**config.mk**
```make
export PLATFORM = sky130hd
export DESIGN_NAME = timed_event_min_heap_scheduler_unit_flat
export DESIGN_NICKNAME = d
export VERILOG_FILES = /design/src/design/tehs_pkg.sv /design/src/design/tehs_if.sv /design/src/design/tehs_ctrl.sv /design/src/design/tehs_dpath.sv /design/src/design/timed_event_min_heap_scheduler_unit.sv /design/src/flat_wrapper.sv
export SDC_FILE = /design/constraint.sdc
export NUM_CORES = 2
export LEC_CHECK = 0
export BUFFER_PORTS_ARGS = -buffer_cell sky130_fd_sc_hd__buf_2
export CAP_MARGIN = 20
export CORE_MARGIN = 4
export CORE_UTILIZATION = 30
export CTS_CLUSTER_DIAMETER = 30
export DETAILED_ROUTE_END_ITERATION = 6
export PLACE_DENSITY = 0.5
export SLEW_MARGIN = 20
export SYNTH_ARGS = -nofsm -noshare
export SYNTH_HDL_FRONTEND = slang
export SYNTH_SLANG_ARGS = --single-unit
```
**constraint.sdc**
```tcl
create_clock -name clk_i -period 12.7 [get_ports clk_i]
set_clock_uncertainty 0.05 [all_clocks]
set_input_delay 2.54 -clock clk_i [delete_from_list [all_inputs] [get_ports clk_i]]
set_output_delay 2.54 -clock clk_i [all_outputs]
set_load 0.03 [all_outputs]
```
**src/design/tehs_pkg.sv**
```systemverilog
`timescale 1ns / 1ps
// ----------------------------------------------------------------------------
// tehs_pkg: shared types and codes
// Function codes, result status codes, FSM states and the controller to
// datapath command and status structs of the event scheduler.
// ----------------------------------------------------------------------------
package tehs_pkg;

  localparam int unsigned FuncBits   = 2;
  localparam int unsigned StatusBits = 3;
  localparam int unsigned CyclesBits = 16;

  typedef enum logic [FuncBits-1:0] {
    FUNC_INSERT  = 2'd0,
    FUNC_ADVANCE = 2'd1,
    FUNC_FIND    = 2'd2,
    FUNC_NONE    = 2'd3
  } func_e;

  typedef enum logic [StatusBits-1:0] {
    ST_FIRED     = 3'd0,
    ST_DONE      = 3'd1,
    ST_FOUND     = 3'd2,
    ST_NOT_FOUND = 3'd3,
    ST_INSERTED  = 3'd4,
    ST_REJECTED  = 3'd5
  } status_e;

  typedef enum logic [3:0] {
    S_IDLE,
    S_INS_RD,     // issue parent read
    S_INS_CMP,    // compare parent, maybe swap
    S_ADV_CHK,    // root read back, check due
    S_ADV_MOVE,   // move last entry to root
    S_SD_RD,      // issue child reads
    S_SD_CMP,     // compare children, maybe swap
    S_FIND_RD,
    S_FIND_CMP,
    S_OUT
  } state_e;

  // controller -> datapath
  typedef struct packed {
    logic    load;        // capture input beat
    logic    ins_write;   // write new entry at count, bump count
    logic    ins_setup;   // pos := count-1
    logic    rd_parent;
    logic    up_step;     // swap with parent if greater
    logic    rd_root;
    logic    pop;         // emit root, move last entry to root
    logic    sd_setup;    // pos := 0
    logic    rd_kids;
    logic    down_step;
    logic    find_setup;
    logic    rd_find;
    logic    find_step;
    logic    commit_time;
    logic    emit;        // present result
    status_e status;
    logic    last;
  } cmd_t;

  // datapath -> controller
  typedef struct packed {
    func_e func;
    logic  full;
    logic  empty;
    logic  root_due;
    logic  up_more;       // swap happened and pos still above root
    logic  up_can;        // pos > 0
    logic  down_more;
    logic  find_hit;
    logic  find_end;
    logic  out_busy;
  } sts_t;

endpackage

```
**src/design/tehs_if.sv**
```systemverilog
`timescale 1ns / 1ps
// ----------------------------------------------------------------------------
// tehs_in_if / tehs_out_if: valid/ready channels
// Input beat carries one command, output beat carries one result.
// ----------------------------------------------------------------------------
interface tehs_in_if #(
  parameter int unsigned TimeBits = 48,
  parameter int unsigned TypeBits = 4
);
  logic                  valid;
  logic                  ready;
  logic [1:0]            func;
  logic [TypeBits-1:0]   event_type;
  logic [TimeBits-1:0]   event_time;
  logic [15:0]           cycles;
  modport source (output valid, func, event_type, event_time, cycles, input ready);
  modport sink   (input valid, func, event_type, event_time, cycles, output ready);
endinterface

interface tehs_out_if #(
  parameter int unsigned TimeBits = 48,
  parameter int unsigned TypeBits = 4
);
  logic                  valid;
  logic                  ready;
  logic [2:0]            result_status;
  logic [TypeBits-1:0]   out_type;
  logic [TimeBits-1:0]   out_time;
  logic                  last_of_run;
  modport source (output valid, result_status, out_type, out_time, last_of_run,
                  input ready);
  modport sink   (input valid, result_status, out_type, out_time, last_of_run,
                  output ready);
endinterface

```
**src/design/tehs_ctrl.sv**
```systemverilog
`timescale 1ns / 1ps
// ----------------------------------------------------------------------------
// tehs_ctrl: scheduler sequencer
// Walks insert sift-up, advance pop/sift-down and find scan one step a time.
// ----------------------------------------------------------------------------
module tehs_ctrl (
  input  logic            clk_i,
  input  logic            rst_ni,
  input  logic            in_valid_i,
  output logic            in_ready_o,
  input  tehs_pkg::sts_t  sts_i,
  output tehs_pkg::cmd_t  cmd_o
);
  import tehs_pkg::*;

  state_e state_q, state_d;

  always_ff @(posedge clk_i or negedge rst_ni) begin
    if (!rst_ni) begin
      state_q <= S_IDLE;
    end else begin
      state_q <= state_d;
    end
  end

  always_comb begin
    state_d    = state_q;
    cmd_o      = '0;
    cmd_o.status = ST_DONE;
    in_ready_o = 1'b0;
    case (state_q)
      S_IDLE: begin
        in_ready_o = !sts_i.out_busy;
        if (in_valid_i && !sts_i.out_busy) begin
          cmd_o.load = 1'b1;
          // captured func only valid next cycle: decode there
          state_d = S_OUT;
        end
      end
      // S_OUT right after load dispatches on captured func
      S_OUT: begin
        state_d = S_IDLE;
        case (sts_i.func)
          FUNC_INSERT: begin
            if (sts_i.full) begin
              cmd_o.emit = 1'b1; cmd_o.status = ST_REJECTED; cmd_o.last = 1'b1;
            end else begin
              cmd_o.ins_write = 1'b1;
              state_d = S_INS_RD;
            end
          end
          FUNC_ADVANCE: begin
            cmd_o.rd_root = 1'b1;
            state_d = S_ADV_CHK;
          end
          FUNC_FIND: begin
            cmd_o.find_setup = 1'b1;
            state_d = S_FIND_RD;
          end
          default: state_d = S_IDLE;
        endcase
      end
      S_INS_RD: begin
        cmd_o.ins_setup = 1'b0;
        cmd_o.rd_parent = 1'b1;
        state_d = S_INS_CMP;
        if (!sts_i.up_can) begin
          cmd_o.rd_parent = 1'b0;
          cmd_o.emit = 1'b1; cmd_o.status = ST_INSERTED; cmd_o.last = 1'b1;
          state_d = S_IDLE;
        end
      end
      S_INS_CMP: begin
        cmd_o.up_step = 1'b1;
        state_d = S_INS_RD;
        if (!sts_i.up_more) begin
          cmd_o.emit = 1'b1; cmd_o.status = ST_INSERTED; cmd_o.last = 1'b1;
          state_d = S_IDLE;
        end
      end
      S_ADV_CHK: begin
        if (!sts_i.out_busy) begin
          if (!sts_i.empty && sts_i.root_due) begin
            cmd_o.emit = 1'b1; cmd_o.status = ST_FIRED; cmd_o.pop = 1'b1;
            state_d = S_SD_RD;
          end else begin
            cmd_o.emit = 1'b1; cmd_o.status = ST_DONE; cmd_o.last = 1'b1;
            cmd_o.commit_time = 1'b1;
            state_d = S_IDLE;
          end
        end
      end
      S_SD_RD: begin
        cmd_o.rd_kids = 1'b1;
        state_d = S_SD_CMP;
      end
      S_SD_CMP: begin
        cmd_o.down_step = 1'b1;
        if (sts_i.down_more) state_d = S_SD_RD;
        else begin
          cmd_o.rd_root = 1'b1;
          state_d = S_ADV_CHK;
        end
      end
      S_FIND_RD: begin
        if (sts_i.find_end) begin
          cmd_o.emit = 1'b1; cmd_o.status = ST_NOT_FOUND; cmd_o.last = 1'b1;
          state_d = S_IDLE;
        end else begin
          cmd_o.rd_find = 1'b1;
          state_d = S_FIND_CMP;
        end
      end
      S_FIND_CMP: begin
        if (sts_i.find_hit) begin
          cmd_o.emit = 1'b1; cmd_o.status = ST_FOUND; cmd_o.last = 1'b1;
          state_d = S_IDLE;
        end else begin
          cmd_o.find_step = 1'b1;
          state_d = S_FIND_RD;
        end
      end
      default: state_d = S_IDLE;
    endcase
  end

endmodule

```
**src/design/tehs_dpath.sv**
```systemverilog
`timescale 1ns / 1ps
// ----------------------------------------------------------------------------
// tehs_dpath: heap memory, counters and result register
// Heap array is a register file with registered read ports; the sift
// position, count and time live here. One output register holds a beat.
// ----------------------------------------------------------------------------
module tehs_dpath #(
  parameter int unsigned Capacity = 16,
  parameter int unsigned TimeBits = 48,
  parameter int unsigned TypeBits = 4
) (
  input  logic                  clk_i,
  input  logic                  rst_ni,
  input  logic [1:0]            in_func_i,
  input  logic [TypeBits-1:0]   in_type_i,
  input  logic [TimeBits-1:0]   in_time_i,
  input  logic [15:0]           in_cycles_i,
  input  tehs_pkg::cmd_t        cmd_i,
  output tehs_pkg::sts_t        sts_o,
  output logic                  out_valid_o,
  input  logic                  out_ready_i,
  output logic [2:0]            out_status_o,
  output logic [TypeBits-1:0]   out_type_o,
  output logic [TimeBits-1:0]   out_time_o,
  output logic                  out_last_o
);
  import tehs_pkg::*;

  localparam int unsigned AW = (Capacity > 1) ? $clog2(Capacity) : 1;
  localparam int unsigned CW = $clog2(Capacity + 1);
  localparam int unsigned PW = AW + 2;  // room for 2*pos+2

  typedef struct packed {
    logic [TypeBits-1:0] ty;
    logic [TimeBits-1:0] tm;
  } ent_t;

  ent_t heap_q [Capacity];

  logic [CW-1:0]       count_q;
  logic [TimeBits-1:0] now_q, next_q;
  logic [1:0]          func_q;
  logic [TypeBits-1:0] ty_q;
  logic [TimeBits-1:0] tm_q;
  logic [AW-1:0]       pos_q;
  logic [CW-1:0]       fidx_q;
  ent_t                rd_a_q, rd_b_q, rd_c_q;  // pos / parent or left / right
  logic                l_ok_q, r_ok_q;
  logic                ov_q;
  logic [2:0]          ost_q;
  logic [TypeBits-1:0] oty_q;
  logic [TimeBits-1:0] otm_q;
  logic                olast_q;

  logic [AW-1:0] parent;
  logic [PW-1:0] lch, rch;
  logic [CW-1:0] cnt_m1;
  logic          up_swap;
  logic          pick_r, pick_l;
  logic [AW-1:0] best;

  assign parent = AW'((pos_q - 1'b1) >> 1);
  assign lch    = PW'({pos_q, 1'b1});
  assign rch    = PW'({pos_q, 1'b0}) + PW'(2);
  assign cnt_m1 = count_q - 1'b1;
  assign up_swap = rd_b_q.tm > rd_a_q.tm;

  // left beats pos on strict less; right beats current best on strict less
  always_comb begin
    pick_l = l_ok_q && (rd_b_q.tm < rd_a_q.tm);
    pick_r = r_ok_q && (rd_c_q.tm < (pick_l ? rd_b_q.tm : rd_a_q.tm));
    best   = pick_r ? AW'(rch) : (pick_l ? AW'(lch) : pos_q);
  end

  always_ff @(posedge clk_i) begin
    if (cmd_i.load) begin
      func_q <= in_func_i;
      ty_q   <= in_type_i;
      tm_q   <= in_time_i;
      next_q <= now_q + TimeBits'(in_cycles_i);
    end
    if (cmd_i.ins_write) begin
      heap_q[AW'(count_q)] <= '{ty: ty_q, tm: tm_q};
      pos_q <= AW'(count_q);
    end
    if (cmd_i.rd_parent) begin
      rd_a_q <= heap_q[pos_q];
      rd_b_q <= heap_q[parent];
    end
    if (cmd_i.up_step && up_swap) begin
      heap_q[parent] <= rd_a_q;
      heap_q[pos_q]  <= rd_b_q;
      pos_q <= parent;
    end
    if (cmd_i.rd_root) rd_a_q <= heap_q[0];
    if (cmd_i.pop) begin
      heap_q[0] <= heap_q[AW'(cnt_m1)];
      pos_q <= '0;
    end
    if (cmd_i.rd_kids) begin
      rd_a_q <= heap_q[pos_q];
      rd_b_q <= heap_q[AW'(lch)];
      rd_c_q <= heap_q[AW'(rch)];
      l_ok_q <= lch < PW'(count_q);
      r_ok_q <= rch < PW'(count_q);
    end
    if (cmd_i.down_step && best != pos_q) begin
      heap_q[best]  <= rd_a_q;
      heap_q[pos_q] <= pick_r ? rd_c_q : rd_b_q;
      pos_q <= best;
    end
    if (cmd_i.find_setup) fidx_q <= '0;
    if (cmd_i.rd_find) rd_a_q <= heap_q[AW'(fidx_q)];
    if (cmd_i.find_step) fidx_q <= fidx_q + 1'b1;
  end

  always_ff @(posedge clk_i or negedge rst_ni) begin
    if (!rst_ni) begin
      count_q <= '0;
      now_q   <= '0;
      ov_q    <= 1'b0;
    end else begin
      if (cmd_i.ins_write) count_q <= count_q + 1'b1;
      if (cmd_i.pop)       count_q <= cnt_m1;
      if (cmd_i.commit_time) now_q <= next_q;
      if (cmd_i.emit)      ov_q <= 1'b1;
      else if (out_ready_i) ov_q <= 1'b0;
    end
  end

  always_ff @(posedge clk_i) begin
    if (cmd_i.emit) begin
      ost_q   <= cmd_i.status;
      olast_q <= cmd_i.last;
      case (cmd_i.status)
        ST_FIRED:     begin oty_q <= rd_a_q.ty; otm_q <= rd_a_q.tm; end
        ST_DONE:      begin oty_q <= '0;        otm_q <= next_q;    end
        ST_FOUND:     begin oty_q <= ty_q;      otm_q <= rd_a_q.tm; end
        ST_NOT_FOUND: begin oty_q <= ty_q;      otm_q <= '0;        end
        default:      begin oty_q <= ty_q;      otm_q <= tm_q;      end
      endcase
    end
  end

  always_comb begin
    sts_o.func      = func_e'(func_q);
    sts_o.full      = count_q == CW'(Capacity);
    sts_o.empty     = count_q == '0;
    sts_o.root_due  = rd_a_q.tm <= next_q;
    sts_o.up_can    = pos_q != '0;
    sts_o.up_more   = up_swap && (parent != '0);
    sts_o.down_more = best != pos_q;
    sts_o.find_hit  = rd_a_q.ty == ty_q;
    sts_o.find_end  = fidx_q >= count_q;
    sts_o.out_busy  = ov_q && !out_ready_i;
  end

  assign out_valid_o  = ov_q;
  assign out_status_o = ost_q;
  assign out_type_o   = oty_q;
  assign out_time_o   = otm_q;
  assign out_last_o   = olast_q;

endmodule

```
**src/design/timed_event_min_heap_scheduler_unit.sv**
```systemverilog
`timescale 1ns / 1ps
// ----------------------------------------------------------------------------
// timed_event_min_heap_scheduler_unit: min-heap event scheduler
// Channel   Dir  Payload
// in_ch     in   func, event_type, event_time, cycles
// out_ch    out  result_status, out_type, out_time, last_of_run
//
// One command at a time. Insert: write at the end, then a parent read and
// compare per level until no swap or the root; full: rejected without a write.
// Advance: root read and due check, then per popped event a pop and child
// read/compare rounds (the last round swaps nothing) on the single heap
// array, one level per round. Find: one read and compare per entry.
// Reset clears count, time and control; heap contents are don't care.
// A stalled output beat holds the sequencer at its next emit.
// ----------------------------------------------------------------------------
module timed_event_min_heap_scheduler_unit #(
  parameter int unsigned Capacity = 16,
  parameter int unsigned TimeBits = 48,
  parameter int unsigned TypeBits = 4
) (
  input  logic clk_i,
  input  logic rst_ni,
  tehs_in_if.sink    in_ch,
  tehs_out_if.source out_ch
);
  import tehs_pkg::*;

  cmd_t cmd;
  sts_t sts;

  tehs_ctrl u_ctrl (
    .clk_i, .rst_ni,
    .in_valid_i (in_ch.valid),
    .in_ready_o (in_ch.ready),
    .sts_i      (sts),
    .cmd_o      (cmd)
  );

  tehs_dpath #(.Capacity(Capacity), .TimeBits(TimeBits), .TypeBits(TypeBits)) u_dpath (
    .clk_i, .rst_ni,
    .in_func_i    (in_ch.func),
    .in_type_i    (in_ch.event_type),
    .in_time_i    (in_ch.event_time),
    .in_cycles_i  (in_ch.cycles),
    .cmd_i        (cmd),
    .sts_o        (sts),
    .out_valid_o  (out_ch.valid),
    .out_ready_i  (out_ch.ready),
    .out_status_o (out_ch.result_status),
    .out_type_o   (out_ch.out_type),
    .out_time_o   (out_ch.out_time),
    .out_last_o   (out_ch.last_of_run)
  );

endmodule

```
**src/flat_wrapper.sv**
```systemverilog
// flat-port wrapper written by rule: the top's interface ports become plain ports
module timed_event_min_heap_scheduler_unit_flat import tehs_pkg::*;
#(
  parameter int unsigned Capacity = 16,
  parameter int unsigned TimeBits = 48,
  parameter int unsigned TypeBits = 4
)
  (clk_i, rst_ni, in_ch_valid, in_ch_func, in_ch_event_type, in_ch_event_time, in_ch_cycles, in_ch_ready, out_ch_valid, out_ch_result_status, out_ch_out_type, out_ch_out_time, out_ch_last_of_run, out_ch_ready);
  tehs_in_if #(.TimeBits(TimeBits), .TypeBits(TypeBits)) in_ch_i ();
  tehs_out_if #(.TimeBits(TimeBits), .TypeBits(TypeBits)) out_ch_i ();
  input  logic clk_i;
  input  logic rst_ni;
  input wire logic [$bits(in_ch_i.valid)-1:0] in_ch_valid;
  input wire logic [$bits(in_ch_i.func)-1:0] in_ch_func;
  input wire logic [$bits(in_ch_i.event_type)-1:0] in_ch_event_type;
  input wire logic [$bits(in_ch_i.event_time)-1:0] in_ch_event_time;
  input wire logic [$bits(in_ch_i.cycles)-1:0] in_ch_cycles;
  output wire logic [$bits(in_ch_i.ready)-1:0] in_ch_ready;
  output wire logic [$bits(out_ch_i.valid)-1:0] out_ch_valid;
  output wire logic [$bits(out_ch_i.result_status)-1:0] out_ch_result_status;
  output wire logic [$bits(out_ch_i.out_type)-1:0] out_ch_out_type;
  output wire logic [$bits(out_ch_i.out_time)-1:0] out_ch_out_time;
  output wire logic [$bits(out_ch_i.last_of_run)-1:0] out_ch_last_of_run;
  input wire logic [$bits(out_ch_i.ready)-1:0] out_ch_ready;
  assign in_ch_i.valid = in_ch_valid;
  assign in_ch_i.func = in_ch_func;
  assign in_ch_i.event_type = in_ch_event_type;
  assign in_ch_i.event_time = in_ch_event_time;
  assign in_ch_i.cycles = in_ch_cycles;
  assign in_ch_ready = in_ch_i.ready;
  assign out_ch_valid = out_ch_i.valid;
  assign out_ch_result_status = out_ch_i.result_status;
  assign out_ch_out_type = out_ch_i.out_type;
  assign out_ch_out_time = out_ch_i.out_time;
  assign out_ch_last_of_run = out_ch_i.last_of_run;
  assign out_ch_i.ready = out_ch_ready;
  timed_event_min_heap_scheduler_unit #(.Capacity(Capacity), .TimeBits(TimeBits), .TypeBits(TypeBits)) u_core (.clk_i(clk_i), .rst_ni(rst_ni), .in_ch(in_ch_i), .out_ch(out_ch_i));
endmodule
```
==> run summary <==
• completed — outcome
• 131 — input/output buffers
• sky130_fd_sc_hd__edfxtp_1 — area leader, netlist
• 99200 um2 — post-route design area
• 2.80 ns — PnR worst setup slack
• 89300 um2 — Area after DPL
• 7 — drt first pass iters
• 0 — number of synthesis warnings
• sky130_fd_sc_hd__buf_4 — Most common cell on crit path
• 0 — setup bufs post-CTS
• 4.74% — share of async-settable or async-resettable flops after synthesis
• 3.06 ns — worst slack at placement
• 0 — final slew viol count
• 13.3 um2 — Avg Inst Size Synth
• 5 — H-tree level count
• 0 — post-cts hold buffer count
• flop — crit path launch type
• 9790 — number of placed instances with taps included
• 81 — number of different library cells in the post-synthesis netlist
• 6.13 — via/cell ratio
• 0 — overflow left after global routing
• flop — type of element capturing the critical path
• 63200 — total vias in the final route
• 40.8% — area fraction of the dominant cell type after synthesis
• 6683 — Net Count, Synth
• u_core.u_dpath.now_q[2] — startpoint of the most critical hold path
• 195 — Site Rows
• 16.3% — area overhead of the layout relative to synthesis
• 0 — Max-Cap Viols
• 9121 — First DRT Iteration DRCs
• sky130_fd_sc_hd__edfxtp_1 41%, sky130_fd_sc_hd__mux4_2 29%, sky130_fd_sc_hd__nand2_1 4.2%, sky130_fd_sc_hd__o21ai_0 3.0%, sky130_fd_sc_hd__o21ai_1 2.8% — top cells by area, synth
• flop to flop — type of the worst min-delay path
• sky130_fd_sc_hd__clkbuf_16 — CTS Root Cell
• sky130_fd_sc_hd__nor4_1 — slowest stage cell, crit path
• 35.1% — post-route core utilization
• 1157 x sky130_fd_sc_hd__edfxtp_1, 1092 x sky130_fd_sc_hd__mux4_2, 965 x sky130_fd_sc_hd__nand2_1, 513 x sky130_fd_sc_hd__o21ai_0, 470 x sky130_fd_sc_hd__o21ai_1 — Synth top cells by count
• 293000 um2 — area enclosed by the die boundary
• 31.6 nW — leakage power
• built — CTS tree
• 0.05 ns — register clock-pin slew on the reported worst setup and hold paths
• 283000 um2 — area of the placeable core
• 30.2% — effective utilization at floorplan
• 0.85 ns — clock latency of the later-clocked register in the worst-skew pair
• sky130_fd_sc_hd__edfxtp_1 — most common cell in the netlist
• 0 — number of nets with antenna violations after routing
• 1223 — number of clock sinks seen by CTS
• 22.7% — Total Routing Usage GR
• 45600 um2 — Multi-input gate area
• 27000 — fill cell instance count of the final layout
• 6424 — cell count after synthesis
• 9 — antenna violations before repair
• 36400 um2 — flip-flop and latch area
• 341 mm — wire length reported by the detailed router
• 541 um — height of the die
• 481 mm — wire length of the first global-routing pass
• 4 — worst-case clock buffer depth
• u_core.u_dpath.rd_a_q[42] — launch instance of the worst register-to-register path
• 133 — pin count of the biggest net entering global routing
• 1223 — Synth Register Bits
• 20.4% — relative max-transition margin
• 10.28 ns — critical path arrival
• 1.19 ns — transition time at the pin with the least slew margin
• 13.08 ns — required time worst endpoint
• 34 — maximum fanout encountered on the critical timing path
• 2.80 ns — setup slack of the worst register-to-register path
• 541 um — DIE WIDTH
• 0 — quantity of gates resized following cts
• false — unrepaired setup endpoints after global routing
• sky130_fd_sc_hd__edfxtp_1 — Synth Flop Type
• 0 — Final Hold Vio Count
• 132 — # IOs
• 0 — number of setup violations in the final report
• 0.459 ns — final-layout worst hold slack
• 194 mm — half-perimeter wire length of the detailed placement result
• 5 — Worst Path Buf+Inv
• 0.98 ns — Slowest Stage Delay on Critical Path
• 85200 um2 — Syn Std Cell Area
• u_core.u_dpath.rd_a_q[42] — launch point of the critical path
• 6601 — Final Net Count
• 29.2 mW — total power draw
• 9.90 ns — final critical delay including setup and external delays
• 61600 — number of global-route vias before repair
• 1157 — count of flip-flops with a built-in enable after synthesis
• flop to flop — WS Path Type
• 387 uV — peak supply drop
• 32.8% — fraction of layout cells with a size suffix above 1
• 0 — drc violations
• 292 — total clock buffers created by CTS
• 0.101 GHz — Max Fclk
• inv_1 > ha_1 > nand4_1 > nor4_1 > nand2_1 > a41oi_2 > nor4_2 > buf_4 > mux2i_1 > ha_1 > nand4_1 > or2_2 > nor3b_1 > a2111oi_4 > nand3_1 > o21ai_0 > a41oi_2 > a31o_2 > buf_4 > mux2i_1 > nand2_1 > o21bai_4 > buf_4 > buf_4 — critical path, cell by cell
• 33.1 um — drt wl/cell
• simple AND/OR/NAND/NOR gates — Top Family by Delay on Critical Path
• 10300 — non-filler instance count after layout
• 0 ns — summed negative setup slack over all endpoints
• 77.9% — Final period util
• 0.913 — Placer Congestion
• 294 nW/um2 — areal power density over the cells
• 42.6% — sequential fraction of the synthesis area
-- where the power goes --
part           internal, mW  leakage, nW  switching, mW
registers              5.98         11.3          0.915
clock network          5.07         4.72           2.48
logic                  6.50         15.6           8.25
-- per-layer routing --
layer / track usage (%) / vias up / wire [um]
li1: - / 25700 / -
met1: 29.2 / 32400 / 129000
met2: 36.3 / 4300 / 159000
met3: 5.29 / 864 / 35200
met4: 10.8 / 2 / 18000
met5: 0.197 / - / 76
-- layout by cell type, fill, tap and decap left out, types with 63 or more instances in the layout --
| cell type | Yosys | final |
|---|---|---|
| sky130_fd_sc_hd__inv_1 | 147 | 146 |
| sky130_fd_sc_hd__a211oi_1 | 64 | 63 |
| sky130_fd_sc_hd__ha_1 | 184 | 182 |
| sky130_fd_sc_hd__mux4_2 | 1092 | 1092 |
| sky130_fd_sc_hd__nand2_1 | 965 | 964 |
| sky130_fd_sc_hd__o21ai_0 | 513 | 512 |
| sky130_fd_sc_hd__edfxtp_1 | 1157 | 1157 |
| sky130_fd_sc_hd__mux2_2 | 201 | 201 |
| sky130_fd_sc_hd__buf_2 | 127 | 131 |
| sky130_fd_sc_hd__a21oi_1 | 122 | 122 |
| sky130_fd_sc_hd__buf_4 | 78 | 114 |
| sky130_fd_sc_hd__o21ai_1 | 470 | 470 |
| sky130_fd_sc_hd__nand3_1 | 95 | 95 |
| sky130_fd_sc_hd__mux2i_1 | 154 | 154 |
| sky130_fd_sc_hd__clkbuf_16 | 0 | 303 |
-- worst paths after layout --
kind,end,depth (start not counted)
max in group asynchronous,u_core.u_dpath.count_q[0],2
hold reg to reg,u_core.u_dpath.now_q[2],1
hold / removal,u_core.u_dpath.now_q[2],1
setup / recovery,u_core.u_dpath.heap_q[12][34],24
min in group asynchronous,u_core.u_dpath.now_q[18],1
setup reg to reg,u_core.u_dpath.heap_q[12][34],24
-- state kept, by name (all words and copies together), names as in the netlist, named ones only --
signal and count:
u_core.u_dpath.heap_q 832, u_core.u_dpath.rd_a_q 52, u_core.u_dpath.rd_b_q 52, u_core.u_dpath.rd_c_q 52, u_core.u_dpath.next_q 48, u_core.u_dpath.now_q 48
u_core.u_dpath.out_time_o 48, u_core.u_dpath.tm_q 48, u_core.u_dpath.count_q 5, u_core.u_dpath.fidx_q 5, u_core.u_ctrl.state_q 4, u_core.u_dpath.out_type_o 4
u_core.u_dpath.pos_q 4, u_core.u_dpath.ty_q 4, u_core.u_dpath.out_status_o 3, u_core.u_dpath.func_q 2, u_core.u_dpath.l_ok_q 1, u_core.u_dpath.out_last_o 1
u_core.u_dpath.out_valid_o 1, u_core.u_dpath.r_ok_q 1
-- area by class of cell --
type / count / share of cell area (%)
inverters: 147 / 0.559
well taps: 3743 / 4.72
repair buffers: 276 / 2.14
multi-input cells: 4402 / 46.0
clock inverters: 174 / 1.99
clock buffers: 349 / 7.85
flip-flops and latches: 1223 / 36.7
diodes: 3 / 0.00757
-- logic make-up (layout without fill, tap and decap cells) --
| logic type | after synthesis | count (layout) | share of synthesized area, % |
|---|---|---|---|
| mux | 1449 | 1449 | 33.3 |
| other cells | 0 | 3 | 0 |
| xor+xnor | 62 | 62 | 0.637 |
| simple gates | 1300 | 1300 | 6.47 |
| fa+ha+maj | 185 | 185 | 2.72 |
| flops | 1223 | 1223 | 42.6 |
| buf+inv | 799 | 946 | 4.34 |
| compound gates | 1406 | 1406 | 9.84 |
Power figures use the tool's default switching activity.
